==> src/sv/apsp_pkg.sv <==
`timescale 1ns / 1ps
`default_nettype none

package apsp_pkg;

    localparam int OPC_W  = 2;
    localparam int NODE_W = 6;
    localparam int WIN_W  = 16;
    localparam int DIST_W = 24;
    localparam int CFG_W  = 7;

    localparam logic [CFG_W-1:0]  CFG_RESET = 7'd64;
    localparam logic [DIST_W-1:0] DIST_MAX  = '1;

    typedef enum logic [OPC_W-1:0] {
        OP_CLEAR    = 2'd0,
        OP_ADD_EDGE = 2'd1,
        OP_COMPUTE  = 2'd2,
        OP_QUERY    = 2'd3
    } t_opcode;

    typedef struct packed {
        t_opcode             opcode;
        logic [NODE_W-1:0]   src_node;
        logic [NODE_W-1:0]   dst_node;
        logic [WIN_W-1:0]    edge_weight;
    } t_item;

    typedef struct packed {
        logic [DIST_W-1:0]   path_length;
        logic                reachable;
        logic [NODE_W-1:0]   next_hop;
    } t_result;

    typedef enum logic [3:0] {
        ST_INIT,
        ST_IDLE,
        ST_CLEAR,
        ST_QUERY,
        ST_IK,
        ST_IKW,
        ST_J,
        ST_JEND,
        ST_RESULT
    } t_state;

endpackage

`default_nettype wire

==> src/sv/apsp_ctrl.sv <==
`timescale 1ns / 1ps
`default_nettype none

module apsp_ctrl import apsp_pkg::*; #(
    parameter int MAX_NODES   = 64,
    parameter int WEIGHT_BITS = 16,
    parameter int IDX_W       = 6,
    parameter int CNT_W       = 7
) (
    input  wire logic                 i_clk,
    input  wire logic                 i_rst_n,
    input  wire logic [CFG_W-1:0]     i_node_count,
    input  wire logic                 i_in_valid,
    output logic                      o_in_ready,
    input  wire t_item                i_item,
    output logic                      o_res_valid,
    input  wire logic                 i_res_ready,
    output t_result                   o_res,
    // distance memory: {infinite mark, distance}
    output logic                      o_d_we,
    output logic [2*IDX_W-1:0]        o_d_waddr,
    output logic [DIST_W:0]           o_d_wdata,
    output logic [2*IDX_W-1:0]        o_d_raddr_a,
    output logic [2*IDX_W-1:0]        o_d_raddr_b,
    input  wire logic [DIST_W:0]      i_d_rdata_a,
    input  wire logic [DIST_W:0]      i_d_rdata_b,
    // next-hop memory
    output logic                      o_h_we,
    output logic [IDX_W-1:0]          o_h_wdata,
    input  wire logic [IDX_W-1:0]     i_h_rdata_a
);

    localparam int AW   = 2 * IDX_W;
    localparam int CW   = (CNT_W > CFG_W) ? CNT_W : CFG_W;
    localparam logic [WIN_W-1:0] W_MASK = WIN_W'((33'd1 << WEIGHT_BITS) - 33'd1);

    t_state             r_state, n_state;
    logic [AW-1:0]      r_addr, n_addr;
    logic [IDX_W-1:0]   r_k, n_k;
    logic [IDX_W-1:0]   r_i, n_i;
    logic [IDX_W-1:0]   r_j, n_j;
    logic [CNT_W-1:0]   r_n, n_n;
    logic               r_pv, n_pv;
    logic [IDX_W-1:0]   r_pj, n_pj;
    logic [DIST_W-1:0]  r_dik, n_dik;
    logic [IDX_W-1:0]   r_hik, n_hik;
    logic               r_qok, n_qok;
    t_result            r_res, n_res;

    logic [CW-1:0]      nc_ext;
    logic [CW-1:0]      n_eff_w;
    logic [CNT_W-1:0]   n_eff;
    logic               in_range;
    logic [AW-1:0]      acc_addr;
    logic [DIST_W:0]    sum;
    logic [DIST_W-1:0]  sat;
    logic               relax_upd;
    logic               i_last;
    logic               k_last;
    logic               j_last;
    logic [IDX_W-1:0]   sw_row;
    logic [IDX_W-1:0]   sw_col;

    assign nc_ext   = CW'(i_node_count);
    assign n_eff_w  = (nc_ext > CW'(MAX_NODES)) ? CW'(MAX_NODES) : nc_ext;
    assign n_eff    = CNT_W'(n_eff_w);
    assign in_range = (CW'(i_item.src_node) < n_eff_w) && (CW'(i_item.dst_node) < n_eff_w);
    assign acc_addr = {IDX_W'(i_item.src_node), IDX_W'(i_item.dst_node)};

    // Relaxation of entry (i, j) through k; read data of port A is (k, j), port B is (i, j).
    assign sum       = {1'b0, r_dik} + {1'b0, i_d_rdata_a[DIST_W-1:0]};
    assign sat       = sum[DIST_W] ? DIST_MAX : sum[DIST_W-1:0];
    assign relax_upd = r_pv && !i_d_rdata_a[DIST_W]
                       && (i_d_rdata_b[DIST_W] || (sat < i_d_rdata_b[DIST_W-1:0]));

    assign i_last = (CNT_W'(r_i) == r_n - CNT_W'(1));
    assign k_last = (CNT_W'(r_k) == r_n - CNT_W'(1));
    assign j_last = (CNT_W'(r_j) == r_n - CNT_W'(1));

    assign sw_row = r_addr[AW-1:IDX_W];
    assign sw_col = r_addr[IDX_W-1:0];

    always_ff @(posedge i_clk) begin
        if (!i_rst_n) begin
            r_state <= ST_INIT;
        end else begin
            r_state <= n_state;
        end
    end

    always_ff @(posedge i_clk) begin
        if (!i_rst_n) begin
            r_addr <= '0;
            r_pv   <= 1'b0;
        end else begin
            r_addr <= n_addr;
            r_pv   <= n_pv;
        end
    end

    always_ff @(posedge i_clk) begin
        r_k   <= n_k;
        r_i   <= n_i;
        r_j   <= n_j;
        r_n   <= n_n;
        r_pj  <= n_pj;
        r_dik <= n_dik;
        r_hik <= n_hik;
        r_qok <= n_qok;
        r_res <= n_res;
    end

    always_comb begin
        n_state = r_state;
        n_addr  = r_addr;
        n_k     = r_k;
        n_i     = r_i;
        n_j     = r_j;
        n_n     = r_n;
        n_pv    = 1'b0;
        n_pj    = r_j;
        n_dik   = r_dik;
        n_hik   = r_hik;
        n_qok   = r_qok;
        n_res   = r_res;

        o_in_ready  = 1'b0;
        o_res_valid = 1'b0;

        o_d_we      = relax_upd;
        o_d_waddr   = {r_i, r_pj};
        o_d_wdata   = {1'b0, sat};
        o_h_we      = relax_upd;
        o_h_wdata   = r_hik;
        o_d_raddr_a = {r_i, r_k};
        o_d_raddr_b = {r_i, r_j};

        case (r_state)
            ST_INIT, ST_CLEAR: begin
                o_d_we    = 1'b1;
                o_d_waddr = r_addr;
                o_d_wdata = {(sw_row != sw_col), {DIST_W{1'b0}}};
                o_h_we    = 1'b1;
                o_h_wdata = sw_col;
                n_addr    = r_addr + AW'(1);
                if (r_addr == '1) begin
                    n_state = (r_state == ST_INIT) ? ST_IDLE : ST_RESULT;
                end
            end
            ST_IDLE: begin
                o_in_ready  = 1'b1;
                o_d_raddr_a = acc_addr;
                if (i_in_valid) begin
                    n_res = '0;
                    case (i_item.opcode)
                        OP_CLEAR: begin
                            n_addr  = '0;
                            n_state = ST_CLEAR;
                        end
                        OP_ADD_EDGE: begin
                            o_d_we    = in_range;
                            o_d_waddr = acc_addr;
                            o_d_wdata = {1'b0, DIST_W'(i_item.edge_weight & W_MASK)};
                            n_state   = ST_RESULT;
                        end
                        OP_COMPUTE: begin
                            n_k = '0;
                            n_i = '0;
                            n_n = n_eff;
                            n_state = (n_eff == '0) ? ST_RESULT : ST_IK;
                        end
                        OP_QUERY: begin
                            n_qok   = in_range;
                            n_state = ST_QUERY;
                        end
                        default: begin
                            n_state = ST_RESULT;
                        end
                    endcase
                end
            end
            ST_QUERY: begin
                n_res.reachable   = r_qok && !i_d_rdata_a[DIST_W];
                n_res.path_length = (r_qok && !i_d_rdata_a[DIST_W])
                                    ? i_d_rdata_a[DIST_W-1:0] : '0;
                n_res.next_hop    = r_qok ? NODE_W'(i_h_rdata_a) : '0;
                n_state           = ST_RESULT;
            end
            ST_IK: begin
                o_d_raddr_a = {r_i, r_k};
                n_state     = ST_IKW;
            end
            ST_IKW: begin
                n_dik = i_d_rdata_a[DIST_W-1:0];
                n_hik = i_h_rdata_a;
                if (!i_d_rdata_a[DIST_W]) begin
                    n_j     = '0;
                    n_state = ST_J;
                end else if (i_last) begin
                    n_i = '0;
                    if (k_last) begin
                        n_state = ST_RESULT;
                    end else begin
                        n_k     = r_k + IDX_W'(1);
                        n_state = ST_IK;
                    end
                end else begin
                    n_i     = r_i + IDX_W'(1);
                    n_state = ST_IK;
                end
            end
            ST_J: begin
                o_d_raddr_a = {r_k, r_j};
                o_d_raddr_b = {r_i, r_j};
                n_pv        = 1'b1;
                n_pj        = r_j;
                if (j_last) begin
                    n_state = ST_JEND;
                end else begin
                    n_j = r_j + IDX_W'(1);
                end
            end
            ST_JEND: begin
                // The last write of the row lands here, before the next row is read.
                if (i_last) begin
                    n_i = '0;
                    if (k_last) begin
                        n_state = ST_RESULT;
                    end else begin
                        n_k     = r_k + IDX_W'(1);
                        n_state = ST_IK;
                    end
                end else begin
                    n_i     = r_i + IDX_W'(1);
                    n_state = ST_IK;
                end
            end
            ST_RESULT: begin
                o_res_valid = 1'b1;
                if (i_res_ready) begin
                    n_state = ST_IDLE;
                end
            end
            default: begin
                n_state = ST_IDLE;
            end
        endcase
    end

    assign o_res = r_res;

endmodule

`default_nettype wire

==> config.mk <==
export PLATFORM = sky130hd
export DESIGN_NAME = apsp_ctrl
export DESIGN_NICKNAME = d
export VERILOG_FILES = /design/src/sv/apsp_pkg.sv /design/src/sv/apsp_ctrl.sv
export SDC_FILE = /design/constraint.sdc
export NUM_CORES = 1
export LEC_CHECK = 0
export BUFFER_PORTS_ARGS = -buffer_cell sky130_fd_sc_hd__clkbuf_2
export CORE_ASPECT_RATIO = 1.5
export CORE_MARGIN = 2
export CORE_UTILIZATION = 45
export CTS_CLUSTER_SIZE = 16
export DETAILED_ROUTE_END_ITERATION = 16
export PLACE_DENSITY = 0.67
export SYNTH_ARGS = -nofsm -noshare
export SYNTH_HDL_FRONTEND = slang
export SYNTH_SLANG_ARGS = --single-unit
==> constraint.sdc <==
create_clock -name i_clk -period 11.75 [get_ports i_clk]
set_input_delay 3.525 -clock i_clk [delete_from_list [all_inputs] [get_ports i_clk]]
set_output_delay 3.525 -clock i_clk [all_outputs]
set_load 0.02 [all_outputs]
## Yosys cells after proc, flatten, opt, wreduce, memory -nomap -nowiden

Cells that the tools add are included.

- Register bits after elaboration: 110
- Memories kept: 0
- Latch bits: 0
- Memory bits (writable): 0
- Bits in read-only memories: 0
- Bits of input ports: 97

- $add $sub $neg: 6
- Magnitude comparators: 4
- Muxes and demuxes: 47
- $mul: 0
- Bitwise logic cells: 0
- Eq/ne operators: 25
- Reduce and logical (&&, ||, !) cells: 21
- Div/mod/pow operators: 0
- Shift-type cells: 0

Operator list:

| kind | count |
|---|---|
| 24-bit two-way mux | 4 |
| 12-bit one-hot mux with 2 select lines | 3 |
| 6-bit two-way mux | 11 |
| 31-bit one-hot mux with 2 select lines | 1 |
| 25-bit one-hot mux with 2 select lines | 1 |
| 12-bit two-way mux | 4 |
| 4-bit two-way mux | 9 |
| 6-bit one-hot mux with 3 select lines | 2 |
| 4-bit one-hot mux with 8 select lines | 1 |
| 31-bit two-way mux | 1 |
| 24-bit by 24-bit adder with 25-bit output | 1 |
| 24-bit less-than comparator | 1 |
| 6-bit by 7-bit equality test with 1-bit output | 3 |
| 6-bit by 1-bit adder with 6-bit output (second input constant) | 3 |
| 2-bit != test (second input constant) | 9 |
| 4-bit by 3-bit equality test with 1-bit output (second input constant) | 4 |
| 4-bit one-hot mux with 4 select lines | 1 |
| 6-bit by 7-bit less-than comparator with 1-bit output | 2 |
| 12-bit by 1-bit adder with 12-bit output (second input constant) | 1 |
| 12-bit equality test (second input constant) | 1 |
| 6-bit one-hot mux with 2 select lines | 1 |
| 3-bit AND reduction | 4 |
| 4-bit by 2-bit equality test with 1-bit output (second input constant) | 2 |
| 4-bit AND reduction | 2 |
| 20 further kinds | 31 |

## Depth between registers and ports, before layout

- Depth in word-level cells: 8
- Mapped depth: 19
- Gate-level depth less buffers: 19

## Worst setup path after synthesis

Ideal clock, no wire load.

- Path kind: input -> output
- From: input i_d_rdata_a[0]
- To: output o_h_we
- Arrival time: 7392 ps
- Stages: 17
- Setup slack: 833 ps
- Cell sequence: ha_1 fa_1 a21o_1 a21oi_1 o31a_1 o22a_1 a21oi_1 a21oi_2 buf_2 nand2_1 ha_1 or4b_2 a211o_1 nor2_1 nor4_1 o21a_1 o21ai_0

- Longest elaborated chain between the ends: 6

RTL lines:

| item | line | source |
|---|---|---|
| start, declared | apsp_ctrl.sv:25 | `input wire logic [DIST_W:0] i_d_rdata_a,` |
| 24-bit by 24-bit adder with 25-bit output | apsp_ctrl.sv:71 | `assign sum = {1'b0, r_dik} + {1'b0, i_d_rdata_a[DIST_W-1:0]};` |
| 24-bit two-way mux | apsp_ctrl.sv:72 | `assign sat = sum[DIST_W] ? DIST_MAX : sum[DIST_W-1:0];` |
| 24-bit less-than comparator | apsp_ctrl.sv:74 | `&& (i_d_rdata_b[DIST_W] \|\| (sat < i_d_rdata_b[DIST_W-1:0]));` |
| 1-bit logical OR | apsp_ctrl.sv:74 |  |
| 1-bit logical AND | apsp_ctrl.sv:74 |  |
| 1-bit two-way mux | apsp_ctrl.sv:138 | `case (r_state)` |
| end, declared | apsp_ctrl.sv:28 | `output logic o_h_we,` |

No other way between the ends.

## Worst setup path in the final report

- From: input i_d_rdata_a[0]
- To: output o_d_we

- Longest elaborated chain between the ends: 8

RTL lines:

| item | line | source |
|---|---|---|
| 24-bit by 24-bit adder with 25-bit output (*) | apsp_ctrl.sv:71 |  |
| 24-bit two-way mux (*) | apsp_ctrl.sv:72 |  |
| 24-bit less-than comparator (*) | apsp_ctrl.sv:74 |  |
| 1-bit logical OR (*) | apsp_ctrl.sv:74 |  |
| 1-bit logical AND (*) | apsp_ctrl.sv:74 |  |
| 1-bit two-way mux | apsp_ctrl.sv:155 | `case (i_item.opcode)` |
| 1-bit two-way mux | apsp_ctrl.sv:153 | `if (i_in_valid) begin` |
| 1-bit one-hot mux with 2 select lines (*) | apsp_ctrl.sv:138 |  |
| end, declared | apsp_ctrl.sv:20 | `output logic o_d_we,` |

Mark *: on every way between the ends. The rest lies on a longest branch, timed or not.

==> results.toml <==
[pwr]
clockPowerShare_pct = 36.6
p_per_area_nw_per_um2 = 93.22
cellLeakagePower_nw = 4.206
vdd_drop_max_mv = 0.09555
p_int_mw = 0.6195
pwr-share-comb_pct = 14.3
p_switching_mw = 0.2329
seq_power_share_pct = 49.2
switching_share_pct = 27.32

[grt]
grt_util_all_layers_pct = 24.98
grt_pass1_wl_mm = 33.93
antenna_found_initial = 0
grt_start_max_net_pins = 32
grtUsageMet3_pct = 4.908
grtUsageMet2_pct = 45.04
busiest_layer = "met2"
grt_overflow = 0
grt_pass1_vias = 6648
met1_usage_pct = 27.42

[yosys]
yosysWarnings = 0
yosysSeqAreaShare_pct = 40.35
synthesis.nets = 975
async_reset_ff_share_pct = 0
ys_types = 66
synth_area_per_cell_sq_um = 9.401
synth_edf_count = 87
synth_top_flop_cell = "edfxtp_1"
yosys_register_bits = 110
syn-cell-area_sq_um = 7615
synthCells = 810

[worst_setup_path]
crit_path_frequent_cell = "a21oi_1"
crit_chain = "clkbuf_2 > ha_1 > fa_1 > a21o_1 > a21oi_1 > o31a_1 > o22a_1 > a21oi_1 > a21oi_4 > buf_4 > nand2_1 > ha_1 > a211oi_1 > o21ai_0 > o211ai_1 > a21oi_1 > nor4b_1 > o21ai_0 > o2bb2ai_1 > o31a_1 > clkbuf_2"
crit_type = "in2out"
crit_family = "compound AO/OA/AOI/OAI gates"
critical_path_buf_inv_count = 3
rrSetupSlack_ps = 8670
required_ps = 8230
critPathLaunchType = "primary input"
worstPathMaxFanout = 18
end_kind = "output pin"
r2r-end = "r_k[4]"
reg2reg_from = "r_n[0]"
worstPathArrival_ps = 7820
critPathLaunch = "i_d_rdata_a[0]"
crit_slowest_cell = "fa_1"
max_stage_delay_ps = 420
rr_worst_depth = 10

[hold_path]
hold_path.class = "reg2reg"
worstHoldEndpoint = "r_addr[5]"
hold_path_depth = 2
min_from = "r_addr[5]"

[placement]
numPortBuffers = 198
dp.cells = 1197
placed_cell_area_sq_um = 8828
dp_hpwl_mm = 17.53
place_congestion = 0.8778
place_ws_ps = 294.2

[run]
drv_cap = 0

[detailed_routing]
totalWireLength_mm = 22.46
ant_nets = 0
routed_via_density = 5.602
drt_iter0_markers = 442
vias = 6807
route.detailed.drc = 0
first_pass_iters = 6
wl_per_cell_um = 18.49

[die]
ios = 199
die_w_um = 110.2
initial_utilization_pct = 45.62
core_sq_um = 16690
die-area_sq_um = 18000
die_h_um = 163.3
num_rows = 58

[sta]
max_freq_mhz = 88.16
tightest_slew_ps = 1105
rsz0062_at_grt = "no"
post-route-period-util_pct = 96.53
slew_headroom_pct = 26.21
hold_viol = 0
clock_skew_ps = 13.24
post-route-min-period_ps = 11340
hold_ws_ps = 604.2
worst_slack_ps = 407.6
maxSlewViolCount = 0
totalNegativeSetupSlack_ps = 0
setup_viol = 0

[cells_and_area]
n_antenna_cell = 0
layout.nets = 1165
final_layout_size_suffix_gt1_share_pct = 23.58
final_cells = 1215
fin_area_sq_um = 9143
syn2layout_area_growth_pct = 20.06

[clock_tree]
cts.sinks = 110
clk_latency_ps = 360
htree_levels = 3
tritoncts = "yes"
cts_root_buf = "clkbuf_16"
cts_buffers = 9
cts_buffer_depth = 2
clk_pin_slew_ps = 80

[outcome]
status = "finished, final reports clean"
-- Yosys cell counts (all sizes together) (14+ instances only) --
| library cell | count | area (sq um) |
|---|---|---|
| o21ai | 26 | 130.1 |
| nand2 | 106 | 397.9 |
| xor2 | 34 | 297.8 |
| dfxtp | 23 | 460.4 |
| clkbuf | 24 | 90.09 |
| a22o | 16 | 140.1 |
| ha | 67 | 838.3 |
| a21oi | 35 | 178.9 |
| inv | 52 | 195.2 |
| nor2 | 75 | 281.5 |
| xnor2 | 35 | 306.5 |
| nand2b | 15 | 93.84 |
| nand3 | 14 | 70.07 |
| nor3 | 15 | 85.08 |
| and2 | 37 | 231.5 |
| edfxtp | 87 | 2613 |
-- flip-flops by register name, summed over array words and instances, names as in the netlist --
name,cells
r_pj,6
r_i,6
r_hik,6
r_pv,1
n_pj,6
r_dik,24
r_k,6
r_addr,12
r_qok,1
r_state,4
r_n,7
o_res,31
-- stage by stage --
stage / util, % / power, mW
after floorplan: - / 0.5007
after global placement: 52.89 / 0.5458
after detailed placement: 52.89 / 0.5470
after CTS: 54.64 / 0.8556
after global routing: 54.78 / 0.8816
final: 54.78 / 0.8523
-- cells by family after synthesis --
logic type	count (synthesis)	synth area share, %
buf+inv	79	3.976
simple gates	314	20.14
flops	110	40.35
fa+ha+maj	68	11.27
mux	2	0.2793
compound gates	166	15.43
xor+xnor	71	8.544
-- layer usage --
layer  part of all wire (%)  vias to the layer above  wire [um]
li1                       -                     3295          -
met1                     38                     3187       8456
met2                     51                      263      11560
met3                    6.3                       62       1404
met4                    4.6                        0       1041
met5                      0                        -          0
-- repair_timing --
action | CTS | global route
endpoints found under the setup margin | 0 | 2
gates resized for setup | 0 | 1
hold buffers | 0 | 0
setup buffers | 0 | 2
hold endpoints to repair | 0 | 0
-- cell type report --
| type | count | area [sq um] |
|---|---|---|
| Clock buffer | 10 | 229.0 |
| Clock inverter | 6 | 62.56 |
| Fill cell | 1573 | 7548 |
| Inverter | 52 | 195.2 |
| Multi-Input combinational cell | 621 | 4269 |
| Sequential cell | 110 | 3073 |
| Tap cell | 210 | 262.8 |
| Timing Repair Buffer | 206 | 1051 |
-- worst min-delay path, cell delays in order, from the launching register on --
cell,delay [ps]
dfxtp_1,390
o21ai_0,100
a21oi_1,60
-- power by group through the flow --
stage / clock network, mW / logic, mW / registers, mW
6_report: 0.312 / 0.122 / 0.419
5_1_grt: 0.326 / 0.136 / 0.419
4_1_cts: 0.316 / 0.120 / 0.419
3_5_place_dp: 0 / 0.119 / 0.428
3_3_place_gp: 0 / 0.118 / 0.428
2_1_floorplan: 0 / 0.0740 / 0.427
-- layout by cell type (no fill, tap or decap), types with 13 or more instances in the layout --
cell type / count
inv_1: 52
xor2_1: 34
nor2_1: 72
a21oi_1: 34
nand2b_1: 15
a22o_1: 16
nand3_1: 14
nand2_1: 106
a22oi_1: 13
clkbuf_2: 198
dfxtp_1: 23
and2_1: 37
edfxtp_1: 87
o21ai_0: 23
ha_1: 67
xnor2_1: 35
-- how the worst max path moves through the flow --
stage               endpoint  slack (ps)  cells past startpoint
finish                o_d_we         410                     21
global route          o_d_we          60                     20
CTS                   o_d_we         270                     21
detailed placement    o_d_we         290                     21
global placement      o_d_we         440                     20
floorplan             o_h_we         830                     17
Note: power is estimated with default switching activity, not from simulation.
